### config.mk
export PLATFORM = sky130hd
export DESIGN_NAME = json_string_field_extractor_flat
export DESIGN_NICKNAME = d
export VERILOG_FILES = /design/src/sv/jsfe_pkg.sv /design/src/sv/jsfe_channels.sv /design/src/sv/json_string_field_extractor.sv /design/src/sv/jsfe_scanner.sv /design/src/sv/jsfe_result_fifo.sv /design/src/flat_wrapper.sv
export SDC_FILE = /design/constraint.sdc
export NUM_CORES = 2
export LEC_CHECK = 0
export BUFFER_PORTS_ARGS = -buffer_cell sky130_fd_sc_hd__buf_2
export CORE_MARGIN = 1.5
export CORE_UTILIZATION = 37
export DETAILED_ROUTE_END_ITERATION = 8
export MAX_ROUTING_LAYER = met4
export PLACE_DENSITY = 0.54
export SYNTH_ARGS = -nofsm -noshare
export SYNTH_HDL_FRONTEND = slang
export SYNTH_SLANG_ARGS = --single-unit
### constraint.sdc
create_clock -name clock -period 7.61 [get_ports clock]
set_input_delay 1.1415 -clock clock [delete_from_list [all_inputs] [get_ports clock]]
set_output_delay 1.1415 -clock clock [all_outputs]
set_load 0.01 [all_outputs]
### src/sv/jsfe_pkg.sv
package jsfe_pkg;

   // longest key the configuration registers can hold
   localparam int KEY_CHARS = 16;
   localparam int KEY_MAX_DEFAULT = 16;
   localparam int KEY_LENGTH_WIDTH = 5;
   localparam int CSR_DATA_WIDTH = 64;
   localparam int CSR_INDEX_WIDTH = 2;

   // configuration register indexes
   localparam logic [CSR_INDEX_WIDTH-1:0] CSR_KEY_LOW = 2'd0;
   localparam logic [CSR_INDEX_WIDTH-1:0] CSR_KEY_HIGH = 2'd1;
   localparam logic [CSR_INDEX_WIDTH-1:0] CSR_KEY_LENGTH = 2'd2;

   // special characters
   localparam logic [7:0] CH_BACKSLASH = 8'h5C;
   localparam logic [7:0] CH_QUOTE = 8'h22;
   localparam logic [7:0] CH_COLON = 8'h3A;

   // most result words one text byte can cause
   localparam int MAX_RESULTS = 3;
   localparam int COUNT_WIDTH = $clog2(MAX_RESULTS + 1);

   // result queue, depth is a power of two
   localparam int RESULT_PTR_WIDTH = 3;
   localparam int RESULT_DEPTH = 1 << RESULT_PTR_WIDTH;
   localparam int RESULT_CNT_WIDTH = RESULT_PTR_WIDTH + 1;

   typedef enum logic [2:0] {
      PH_SEARCH,
      PH_COLON,
      PH_OPEN,
      PH_VALUE,
      PH_DONE
   } phase_type;

   typedef enum logic [1:0] {
      KIND_CHAR      = 2'd0,
      KIND_OK        = 2'd1,
      KIND_NOT_FOUND = 2'd2,
      KIND_MALFORMED = 2'd3
   } kind_type;

   typedef struct packed {
      logic [7:0] value_byte;
      kind_type   result_kind;
      logic       run_end;
   } result_type;

   // words produced by one text byte, slot 0 first
   typedef struct packed {
      logic [COUNT_WIDTH-1:0]             count;
      result_type [MAX_RESULTS-1:0]       slot;
   } bundle_type;

endpackage

### src/sv/jsfe_channels.sv
interface jsfe_req_if;
   logic       valid;
   logic       ready;
   logic [7:0] text_byte;
   logic       text_end;

   modport source (output valid, output text_byte, output text_end, input ready);
   modport sink (input valid, input text_byte, input text_end, output ready);
endinterface

interface jsfe_rsp_if;
   logic       valid;
   logic       ready;
   logic [7:0] value_byte;
   logic [1:0] result_kind;
   logic       run_end;

   modport source (output valid, output value_byte, output result_kind, output run_end,
                   input ready);
   modport sink (input valid, input value_byte, input result_kind, input run_end,
                 output ready);
endinterface

### src/sv/json_string_field_extractor.sv
// Streams a JSON text in one byte per word on req_chan and returns the string value of the
// first quoted key that matches the csr key (up to KEY_MAX characters, longer lengths are
// clamped), unescaped, one character per word on rsp_chan, followed by done, not-found or
// malformed; run_end marks the last word caused by each text byte. Value characters go out
// before an error can be known, so drop them when a run ends malformed. A byte is accepted
// every cycle while the result queue has room; it passes an input register and the window
// compare and state logic into an eight-word result queue. The result port moves one word
// per cycle while the receiver is ready, so a byte that yields two or three words (an
// unknown escape, an end-of-text report) holds the output longer; the queue absorbs it.
// Write the key registers only while the block is idle.
module json_string_field_extractor #(
   parameter int KEY_MAX = jsfe_pkg::KEY_MAX_DEFAULT
) (
   input  logic                                   clock,
   input  logic                                   reset,
   jsfe_req_if.sink                               req_chan,
   jsfe_rsp_if.source                             rsp_chan,
   input  logic                                   csr_we,
   input  logic [jsfe_pkg::CSR_INDEX_WIDTH-1:0]   csr_index,
   input  logic [jsfe_pkg::CSR_DATA_WIDTH-1:0]    csr_wdata
);

   localparam int CW = jsfe_pkg::RESULT_CNT_WIDTH;
   localparam int SW = CW + 1;

   logic [63:0]                                key_low_ff;
   logic [63:0]                                key_high_ff;
   logic [jsfe_pkg::KEY_LENGTH_WIDTH-1:0]      key_len_ff;

   logic                                       take;
   logic                                       busy;
   logic                                       pop;
   logic [CW-1:0]                              fifo_count;
   logic [SW-1:0]                              need;
   jsfe_pkg::bundle_type                       push;
   jsfe_pkg::result_type                       head;

   // key registers
   always_ff @(posedge clock) begin
      if (reset) begin
         key_low_ff <= '0;
         key_high_ff <= '0;
         key_len_ff <= '0;
      end else if (csr_we) begin
         unique case (csr_index)
            jsfe_pkg::CSR_KEY_LOW:    key_low_ff <= csr_wdata;
            jsfe_pkg::CSR_KEY_HIGH:   key_high_ff <= csr_wdata;
            jsfe_pkg::CSR_KEY_LENGTH: key_len_ff <= csr_wdata[jsfe_pkg::KEY_LENGTH_WIDTH-1:0];
            default: begin
            end
         endcase
      end
   end

   // room for the words of the byte in the input register and of the next byte, worst case each
   always_comb begin
      need = SW'(fifo_count) + SW'(jsfe_pkg::MAX_RESULTS);
      if (busy) begin
         need = need + SW'(jsfe_pkg::MAX_RESULTS);
      end
   end

   assign req_chan.ready = (need <= SW'(jsfe_pkg::RESULT_DEPTH));
   assign take = req_chan.valid && req_chan.ready;

   jsfe_scanner #(
      .KEY_MAX (KEY_MAX)
   ) u_scanner (
      .clock      (clock),
      .reset      (reset),
      .take_valid (take),
      .take_byte  (req_chan.text_byte),
      .take_end   (req_chan.text_end),
      .key_bytes  ({key_high_ff, key_low_ff}),
      .key_length (key_len_ff),
      .busy       (busy),
      .push       (push)
   );

   jsfe_result_fifo u_result_fifo (
      .clock (clock),
      .reset (reset),
      .push  (push),
      .pop   (pop),
      .head  (head),
      .count (fifo_count)
   );

   // result port
   assign rsp_chan.valid = (fifo_count != '0);
   assign rsp_chan.value_byte = head.value_byte;
   assign rsp_chan.result_kind = head.result_kind;
   assign rsp_chan.run_end = head.run_end;
   assign pop = rsp_chan.valid && rsp_chan.ready;

endmodule

### src/sv/jsfe_scanner.sv
module jsfe_scanner #(
   parameter int KEY_MAX = jsfe_pkg::KEY_MAX_DEFAULT
) (
   input  logic                                     clock,
   input  logic                                     reset,
   input  logic                                     take_valid,
   input  logic [7:0]                               take_byte,
   input  logic                                     take_end,
   input  logic [8*jsfe_pkg::KEY_CHARS-1:0]         key_bytes,
   input  logic [jsfe_pkg::KEY_LENGTH_WIDTH-1:0]    key_length,
   output logic                                     busy,
   output jsfe_pkg::bundle_type                     push
);

   localparam int LEN_WIDTH = $clog2(KEY_MAX + 1);

   logic                          in_valid_ff;
   logic [7:0]                    in_byte_ff;
   logic                          in_end_ff;

   jsfe_pkg::phase_type           phase_ff;
   jsfe_pkg::phase_type           phase_in;
   // older bytes of the window; the newest byte is the input register
   logic [7:0]                    win_ff [KEY_MAX+1];
   logic [7:0]                    win_in [KEY_MAX+1];
   logic                          pend_ff;
   logic                          pend_in;
   logic                          prev_ff;
   logic                          prev_in;

   logic [7:0]                    shifted [KEY_MAX+2];
   logic [7:0]                    key_char [KEY_MAX];
   logic [LEN_WIDTH-1:0]          key_len_eff;
   logic [KEY_MAX:0]              len_match;
   logic                          window_hit;

   jsfe_pkg::result_type          res [jsfe_pkg::MAX_RESULTS];
   logic [jsfe_pkg::COUNT_WIDTH-1:0] n;

   // input register
   always_ff @(posedge clock) begin
      if (reset) begin
         in_valid_ff <= 1'b0;
      end else begin
         in_valid_ff <= take_valid;
      end
      in_byte_ff <= take_byte;
      in_end_ff <= take_end;
   end

   assign busy = in_valid_ff;

   // key characters and clamped length
   always_comb begin
      for (int i = 0; i < KEY_MAX; i++) begin
         key_char[i] = key_bytes[8*i +: 8];
      end
      if (32'(key_length) > KEY_MAX) begin
         key_len_eff = LEN_WIDTH'(KEY_MAX);
      end else begin
         key_len_eff = key_length[LEN_WIDTH-1:0];
      end
   end

   // window after shifting in the current byte
   always_comb begin
      shifted[0] = in_byte_ff;
      for (int i = 1; i < KEY_MAX + 2; i++) begin
         shifted[i] = win_ff[i-1];
      end
   end

   // parallel compare for every key length, then pick the configured one
   always_comb begin
      for (int l = 0; l <= KEY_MAX; l++) begin
         len_match[l] = (shifted[l+1] == jsfe_pkg::CH_QUOTE);
         for (int i = 0; i < l; i++) begin
            len_match[l] = len_match[l] && (shifted[l-i] == key_char[i]);
         end
      end
      window_hit = (in_byte_ff == jsfe_pkg::CH_QUOTE) && len_match[key_len_eff];
   end

   // run state
   always_ff @(posedge clock) begin
      if (reset) begin
         phase_ff <= jsfe_pkg::PH_SEARCH;
         pend_ff <= 1'b0;
         prev_ff <= 1'b0;
         for (int i = 0; i <= KEY_MAX; i++) begin
            win_ff[i] <= 8'd0;
         end
      end else begin
         phase_ff <= phase_in;
         pend_ff <= pend_in;
         prev_ff <= prev_in;
         win_ff <= win_in;
      end
   end

   // next state and result words
   always_comb begin
      phase_in = phase_ff;
      win_in = win_ff;
      pend_in = pend_ff;
      prev_in = prev_ff;
      n = '0;
      for (int k = 0; k < jsfe_pkg::MAX_RESULTS; k++) begin
         res[k] = '{value_byte: 8'd0, result_kind: jsfe_pkg::KIND_CHAR, run_end: 1'b0};
      end

      if (in_valid_ff) begin
         unique case (phase_ff)
            jsfe_pkg::PH_SEARCH: begin
               for (int i = 0; i <= KEY_MAX; i++) begin
                  win_in[i] = shifted[i];
               end
               if (window_hit) begin
                  phase_in = jsfe_pkg::PH_COLON;
               end
            end
            jsfe_pkg::PH_COLON: begin
               if (in_byte_ff == jsfe_pkg::CH_COLON) begin
                  phase_in = jsfe_pkg::PH_OPEN;
               end
            end
            jsfe_pkg::PH_OPEN: begin
               if (in_byte_ff == jsfe_pkg::CH_QUOTE) begin
                  phase_in = jsfe_pkg::PH_VALUE;
                  pend_in = 1'b0;
                  prev_in = 1'b0;
               end
            end
            jsfe_pkg::PH_VALUE: begin
               priority if (in_byte_ff == jsfe_pkg::CH_QUOTE && !prev_ff) begin
                  // closing quote
                  res[0].result_kind = jsfe_pkg::KIND_OK;
                  n = 2'd1;
                  phase_in = jsfe_pkg::PH_DONE;
               end else if (pend_ff) begin
                  if (in_byte_ff == jsfe_pkg::CH_BACKSLASH ||
                      in_byte_ff == jsfe_pkg::CH_QUOTE) begin
                     res[0].value_byte = in_byte_ff;
                     n = 2'd1;
                  end else begin
                     // unknown escape kept as two characters
                     res[0].value_byte = jsfe_pkg::CH_BACKSLASH;
                     res[1].value_byte = in_byte_ff;
                     n = 2'd2;
                  end
                  pend_in = 1'b0;
               end else if (in_byte_ff == jsfe_pkg::CH_BACKSLASH) begin
                  pend_in = 1'b1;
               end else begin
                  res[0].value_byte = in_byte_ff;
                  n = 2'd1;
               end
               prev_in = (in_byte_ff == jsfe_pkg::CH_BACKSLASH);
            end
            jsfe_pkg::PH_DONE: begin
            end
            default: begin
            end
         endcase

         // end of text: report not-found or malformed unless the value closed, and start a new run
         if (in_end_ff) begin
            if (phase_in == jsfe_pkg::PH_SEARCH) begin
               res[n].result_kind = jsfe_pkg::KIND_NOT_FOUND;
               n = n + 2'd1;
            end else if (phase_in != jsfe_pkg::PH_DONE) begin
               res[n].result_kind = jsfe_pkg::KIND_MALFORMED;
               n = n + 2'd1;
            end
            phase_in = jsfe_pkg::PH_SEARCH;
            pend_in = 1'b0;
            prev_in = 1'b0;
            for (int i = 0; i <= KEY_MAX; i++) begin
               win_in[i] = 8'd0;
            end
         end

         if (n != '0) begin
            res[n - 2'd1].run_end = 1'b1;
         end
      end
   end

   // words handed to the result queue
   always_comb begin
      push.count = n;
      for (int k = 0; k < jsfe_pkg::MAX_RESULTS; k++) begin
         push.slot[k] = res[k];
      end
   end

endmodule

### src/sv/jsfe_result_fifo.sv
module jsfe_result_fifo (
   input  logic                                    clock,
   input  logic                                    reset,
   input  jsfe_pkg::bundle_type                    push,
   input  logic                                    pop,
   output jsfe_pkg::result_type                    head,
   output logic [jsfe_pkg::RESULT_CNT_WIDTH-1:0]   count
);

   localparam int PW = jsfe_pkg::RESULT_PTR_WIDTH;
   localparam int CW = jsfe_pkg::RESULT_CNT_WIDTH;

   jsfe_pkg::result_type mem [jsfe_pkg::RESULT_DEPTH];
   logic [PW-1:0]        wr_ptr_ff;
   logic [PW-1:0]        wr_ptr_in;
   logic [PW-1:0]        rd_ptr_ff;
   logic [PW-1:0]        rd_ptr_in;
   logic [CW-1:0]        count_ff;
   logic [CW-1:0]        count_in;
   logic [PW-1:0]        wr_addr [jsfe_pkg::MAX_RESULTS];

   // consecutive write slots for one bundle
   always_comb begin
      for (int k = 0; k < jsfe_pkg::MAX_RESULTS; k++) begin
         wr_addr[k] = wr_ptr_ff + PW'(k);
      end
      wr_ptr_in = wr_ptr_ff + PW'(push.count);
      rd_ptr_in = rd_ptr_ff + PW'(pop);
      count_in = count_ff + CW'(push.count) - CW'(pop);
   end

   // storage
   always_ff @(posedge clock) begin
      for (int k = 0; k < jsfe_pkg::MAX_RESULTS; k++) begin
         if (jsfe_pkg::COUNT_WIDTH'(k) < push.count) begin
            mem[wr_addr[k]] <= push.slot[k];
         end
      end
   end

   // pointers and fill level
   always_ff @(posedge clock) begin
      if (reset) begin
         wr_ptr_ff <= '0;
         rd_ptr_ff <= '0;
         count_ff <= '0;
      end else begin
         wr_ptr_ff <= wr_ptr_in;
         rd_ptr_ff <= rd_ptr_in;
         count_ff <= count_in;
      end
   end

   assign head = mem[rd_ptr_ff];
   assign count = count_ff;

endmodule

### src/flat_wrapper.sv
// flat-port wrapper written by rule: the top's interface ports become plain ports
module json_string_field_extractor_flat 
#(
   parameter int KEY_MAX = jsfe_pkg::KEY_MAX_DEFAULT
)
  (clock, reset, csr_we, csr_index, csr_wdata, req_chan_valid, req_chan_text_byte, req_chan_text_end, req_chan_ready, rsp_chan_valid, rsp_chan_value_byte, rsp_chan_result_kind, rsp_chan_run_end, rsp_chan_ready);
  jsfe_req_if req_chan_i ();
  jsfe_rsp_if rsp_chan_i ();
  input  logic clock;
  input  logic reset;
  input  logic csr_we;
  input  logic [jsfe_pkg::CSR_INDEX_WIDTH-1:0] csr_index;
  input  logic [jsfe_pkg::CSR_DATA_WIDTH-1:0] csr_wdata;
  input wire logic [$bits(req_chan_i.valid)-1:0] req_chan_valid;
  input wire logic [$bits(req_chan_i.text_byte)-1:0] req_chan_text_byte;
  input wire logic [$bits(req_chan_i.text_end)-1:0] req_chan_text_end;
  output wire logic [$bits(req_chan_i.ready)-1:0] req_chan_ready;
  output wire logic [$bits(rsp_chan_i.valid)-1:0] rsp_chan_valid;
  output wire logic [$bits(rsp_chan_i.value_byte)-1:0] rsp_chan_value_byte;
  output wire logic [$bits(rsp_chan_i.result_kind)-1:0] rsp_chan_result_kind;
  output wire logic [$bits(rsp_chan_i.run_end)-1:0] rsp_chan_run_end;
  input wire logic [$bits(rsp_chan_i.ready)-1:0] rsp_chan_ready;
  assign req_chan_i.valid = req_chan_valid;
  assign req_chan_i.text_byte = req_chan_text_byte;
  assign req_chan_i.text_end = req_chan_text_end;
  assign req_chan_ready = req_chan_i.ready;
  assign rsp_chan_valid = rsp_chan_i.valid;
  assign rsp_chan_value_byte = rsp_chan_i.value_byte;
  assign rsp_chan_result_kind = rsp_chan_i.result_kind;
  assign rsp_chan_run_end = rsp_chan_i.run_end;
  assign rsp_chan_i.ready = rsp_chan_ready;
  json_string_field_extractor #(.KEY_MAX(KEY_MAX)) u_core (.clock(clock), .reset(reset), .req_chan(req_chan_i), .rsp_chan(rsp_chan_i), .csr_we(csr_we), .csr_index(csr_index), .csr_wdata(csr_wdata));
endmodule
**Word-level counts from Yosys, hierarchy flattened**

Memories as Yosys holds them, arrays and structs flattened. A register that Yosys moved wholly into a read port is not among the register bits.
Cells that the tools add are included.

- Flip-flop bits (word level): 294
- RAM bits: 88
- Bits of input ports: 80
- Logic and storage cells: 437
- Memories: 1

Memory list:

| name | words | width | read ports | clocked after memory_dff | wr ports | line | text |
|---|---|---|---|---|---|---|---|
| u_core.u_result_fifo.mem | 8 | 11 | 1 | 1 | 3 | jsfe_result_fifo.sv:13 | `jsfe_pkg::result_type mem [jsfe_pkg::RESULT_DEPTH];` |

- Reductions and logical operators: 157
- Bitwise operators: 2
- Equality and inequality tests: 164
- Muxes and demuxes: 64
- $add $sub $neg: 10
- Order comparisons: 10

Operators with widths:

| kind | number |
|---|---|
| == test 8 bit | 136 |
| 2-to-1 mux 136 bit | 2 |
| 2-to-1 mux 33 bit | 6 |
| == test 8 x 6 -> 1 bit, second input constant | 19 |
| logical AND 1 bit | 142 |
| bitwise mux 33 bit | 3 |
| 2-to-1 mux 8 bit | 9 |
| demux 11 bit (select 2 bit) | 2 |
| 2-to-1 mux 3 bit | 8 |
| 2-to-1 mux 10 bit | 2 |
| 2-to-1 mux 2 bit | 10 |
| 2-to-1 mux 1 bit | 16 |
| one-hot mux 3 bit (4 select lines) | 1 |
| 2-to-1 mux 5 bit | 2 |
| inequality test 3 bit, second input constant | 3 |
| == test 8 x 7 -> 1 bit, second input constant | 1 |
| AND reduction 2 bit | 4 |
| == test 3 x 2 -> 1 bit, second input constant | 2 |
| greater-or-equal comparator 3 bit, second input constant | 2 |
| zero test 3 bit | 2 |
| < comparator 3 x 1 -> 1 bit, second input constant | 2 |
| < comparator 5 x 6 -> 1 bit, second input constant | 1 |
| NOT 2 -> 3 bit | 2 |
| adder 4 x 2 -> 5 bit, second input constant | 1 |
| 26 further kinds | 29 |

**Longest topological paths before layout**

- Word-level depth: 37
- Mapped depth: 16
- Gate-level depth less buffers: 15

**Hierarchy**

From an unflattened synthesis, not the netlist that was laid out.

- Cell total of the unflattened synthesis: 3768
- Area, all modules: 30787.0 sq um

By module, submodules not included:

| module | area an instance (sq um) | cells each | times used |
|---|---|---|---|
| jsfe_scanner | 19259.7 | 2473 | 1 |
| jsfe_result_fifo | 6747.7 | 692 | 1 |
| json_string_field_extractor | 4779.6 | 603 | 1 |

**Worst setup path after synthesis**

Ideal clock, no wire load.

- Path type: register -> register
- Start point: reg u_core.u_scanner.in_byte_ff[5]
- End point: mem u_core.u_result_fifo.mem[4][0] (netlist name) (enable)
- Period minus slack after synthesis: 3.462 ns
- Stages on the path, launching flop included: 13
- Data required time: 7.216 ns
- Setup slack: 4.148 ns
- Data arrival time: 3.068 ns
- Library setup time: 0.394 ns
- Path through: dfxtp_1 buf_2 nor4bb_1 a31oi_1 nand2_1 nand2b_1 ha_1 nand3_1 nor3_2 nand2_1 nor2_1 a21oi_1 o21ai_0

RTL lines:

| what | line | text |
|---|---|---|
| from (decl) | jsfe_scanner.sv:18 | `logic [7:0] in_byte_ff;` |
| from (signal assigned) | jsfe_scanner.sv:47 | `in_byte_ff <= take_byte;` |
| to (decl) | jsfe_result_fifo.sv:13 |  |

==> impl_metrics.toml <==
[min_path]
holdCritStartpoint = "u_core.key_high_ff[8]$_SDFFE_PP0P_"
holdCritPathClass = "flip-flop to flip-flop"
worstHoldEndpoint = "u_core.key_high_ff[8]$_SDFFE_PP0P_"
whs_path_depth = 2

[die]
start_util_pct = 37.4
die_h_um = 285
row_count = 103
fp.dieW_um = 285
io_pins = 93
die-area_mm2 = 0.0815
core_area_mm2 = 0.0790

[detailed_routing]
first_iter_violations = 4478
wire_per_inst_um = 36.7
drtPass1Iterations = 8
via_count = 28780
antenna_left = 0
drt_wl_total_mm = 164
drc = 0
viasPerCell = 6.42

[timing]
finalSetupViolations = 0
finalHoldViolCount = 0
finClkSkew_ns = 0.0521
worst_pin_slew_ns = 1.30
min_period_ns = 4.77
drv_slew = 0
max_freq_ghz = 0.210
fin_crit_sh_pct = 62.6
setup_tns_ns = 0
rsz0062_at_grt = "no"
max_slew_margin_pct = 13.1

[yosys]
yosysWarnings = 0
synth_cell_types = 79
syn_nets = 3609
synth_edf_count = 88
postSynthAreaPerCell_um2 = 8.41
syn_inst = 3510
ys.flop_type = "dfxtp_1"
ys_seq_area_share_pct = 28.9
netlist_area_mm2 = 0.0295
yosysTopAreaCell = "xnor2_1"
synth_top_area_share_pct = 20.7
synthTopCellsByArea = "xnor2_1, dfxtp_1, xor2_1"
synthArstFlopShare_pct = 0
ys_seq_elements = 382

[clocking]
cts_setup_buffers = 0
ctsResizeCount = 0
cts.sinks = 382
cts_tree = "built"
htreeDepth = 2
clk_latency_ns = 0.66
hold_buffers = 0
clkTransAtPathRegs_ns = 0.06
cts_root_buf = "clkbuf_16"
cts_buffer_depth = 3
numCtsBuffers = 45

[cells_and_area]
nNetsFinal = 3491
layout-drive-gt1-share_pct = 12.6
area_growth_pct = 8.72
layout.cells.non_filler = 4480

[setup_path]
regToRegSetupSlack_ns = 2.84
r2r_cells = 10
r2r-end = "u_core.u_result_fifo.mem[0][1]$_DFFE_PP_"
cp-start-kind = "flip-flop"
worstReg2RegStart = "u_core.u_scanner.shifted[59]$_SDFFE_PP0P_"
worst_setup_path_end_kind = "flip-flop"
crit_type = "flip-flop to flip-flop"
arrival_ns = 5.20
worstPathRequired_ns = 8.05
cp_max_fo = 16

[global_routing]
grt_pass1_vias = 26917
grt_overflow = 0
grt_first_pass_wirelength_mm = 223
grt_max_degree = 162
track_usage_pct = 40.5
antenna_found_initial = 4

[place]
place_hpwl_mm = 108
io_buffers = 92
dp.cells = 4395
place.gp.congestion = 1.13

[pwr]
irDropWorstVdd_mv = 0.178
fin_total_pwr_w = 0.00588
p_per_area_mw_per_mm2 = 183
p_leak_nw = 12.3

[status]
status = "complete, no violations"

[job]
drv_cap = 0
==> worst max-delay path by stage <==
stage	from	cells after the start	endpoint	slack [ns]
floorplan	u_core.u_scanner.in_byte_ff[5]$_DFF_P_	12	u_core.u_result_fifo.mem[4][0]$_DFFE_PP_	4.15
global placement	u_core.key_low_ff[51]$_SDFFE_PP0P_	9	u_core.u_result_fifo.mem[0][1]$_DFFE_PP_	3.39
detailed placement	u_core.u_scanner.shifted[48]$_SDFFE_PP0P_	8	u_core.u_result_fifo.mem[0][1]$_DFFE_PP_	3.45
CTS	u_core.key_low_ff[51]$_SDFFE_PP0P_	9	u_core.u_result_fifo.mem[0][1]$_DFFE_PP_	3.38
global route	u_core.u_scanner.shifted[75]$_SDFFE_PP0P_	9	u_core.u_result_fifo.mem[0][1]$_DFFE_PP_	2.79
finish	u_core.u_scanner.shifted[59]$_SDFFE_PP0P_	10	u_core.u_result_fifo.mem[0][1]$_DFFE_PP_	2.84
==> cells in the mapped netlist, types with 22 or more instances <==
| master | instances |
|---|---|
| inv_1 | 42 |
| clkbuf_1 | 177 |
| nor3_1 | 28 |
| dfxtp_1 | 294 |
| xor2_1 | 372 |
| mux4_2 | 22 |
| nand3_1 | 53 |
| nor4_1 | 140 |
| nand4_1 | 206 |
| a22oi_1 | 136 |
| nand2_1 | 310 |
| o21ai_0 | 25 |
| nor4b_1 | 24 |
| a21oi_1 | 161 |
| a211oi_1 | 35 |
| edfxtp_1 | 88 |
| xnor2_1 | 699 |
| buf_2 | 203 |
| nor2_1 | 230 |
==> layer usage <==
layer / part of all wire [%] / GRT usage (%) / wire length (µm) / up-vias
li1: - / - / - / 11707
met1: 37 / 46.6 / 60300 / 13729
met2: 40 / 54.9 / 65100 / 2447
met3: 14 / 18.4 / 23500 / 897
met4: 9.4 / 29.2 / 15400 / 0
met5: 0 / - / 0 / -
==> flip-flops by register name, summed over array words and instances, names as in the netlist, 3 cells and up <==
signal	flops
u_core.u_scanner.shifted	136
u_core.u_result_fifo.mem	88
u_core.key_high_ff	64
u_core.key_low_ff	64
u_core.u_scanner.in_byte_ff	8
u_core.key_len_ff	5
u_core.u_result_fifo.count	4
u_core.u_result_fifo.rd_ptr_ff	3
u_core.u_result_fifo.wr_ptr_ff	3
u_core.u_scanner.phase_ff	3
==> cell families after synthesis <==
kind of cell / Yosys count / synth area share, %
adders and majority gates: 19 / 0.856
and+or+nand+nor: 1056 / 17.9
buffers and inverters: 485 / 7.79
xor gates and xnor gates: 1071 / 31.8
AOI/OAI and AO/OA: 448 / 10.1
muxes: 49 / 2.64
DFF: 382 / 28.9
==> through the flow <==
step,hold WS (ns),utilization (%),instance area (µm²),setup WS (ns)
2_1_floorplan,0.436,-,29500,4.15
3_3_place_gp,0.443,38.7,30600,3.39
3_5_place_dp,0.451,38.7,30600,3.45
4_1_cts,0.459,40.6,32100,3.38
5_1_grt,0.481,40.6,32100,2.79
6_report,0.456,40.6,32100,2.84
==> power breakdown <==
part           internal (W)  total, W  switching (W)
combinational      0.000522   0.00139       0.000868
clock               0.00128   0.00224       0.000957
sequential          0.00213   0.00225       0.000126
total               0.00393   0.00588        0.00195
==> cell usage in the layout (no fill, tap or decap), drive strengths merged, types with 39 or more instances in the layout <==
cell	synthesis	routed
a211oi	39	39
a21oi	161	161
a22oi	136	136
buf	259	272
clkbuf	178	61
dfxtp	294	294
edfxtp	88	88
inv	48	54
nand2	311	311
nand3	54	54
nand4	206	206
nor2	233	233
nor4	142	142
xnor2	699	699
xor2	372	372
==> area by class of cell <==
type / count / area [µm²]
diodes: 4 / 10.0
clock buffers: 61 / 1280
clock inverters: 20 / 199
fillers: 8046 / 46900
inverters: 48 / 180
multi-input cells: 2643 / 18700
flip-flops and latches: 382 / 8550
well taps: 1050 / 1310
repair buffers: 272 / 1830
==> worst max-delay path, cell delays in order (launching register included) <==
cell and delay, ns:
dfxtp_1 0.84, buf_4 0.39, xnor2_1 0.16, nand4_1 0.60
nor4_1 0.69, nand4_1 0.26, o2111ai_1 0.26, a21oi_1 0.21
o311ai_4 0.72, a21oi_1 0.18, a311oi_2 0.27
No activity file was read; power rests on OpenSTA's default activity.
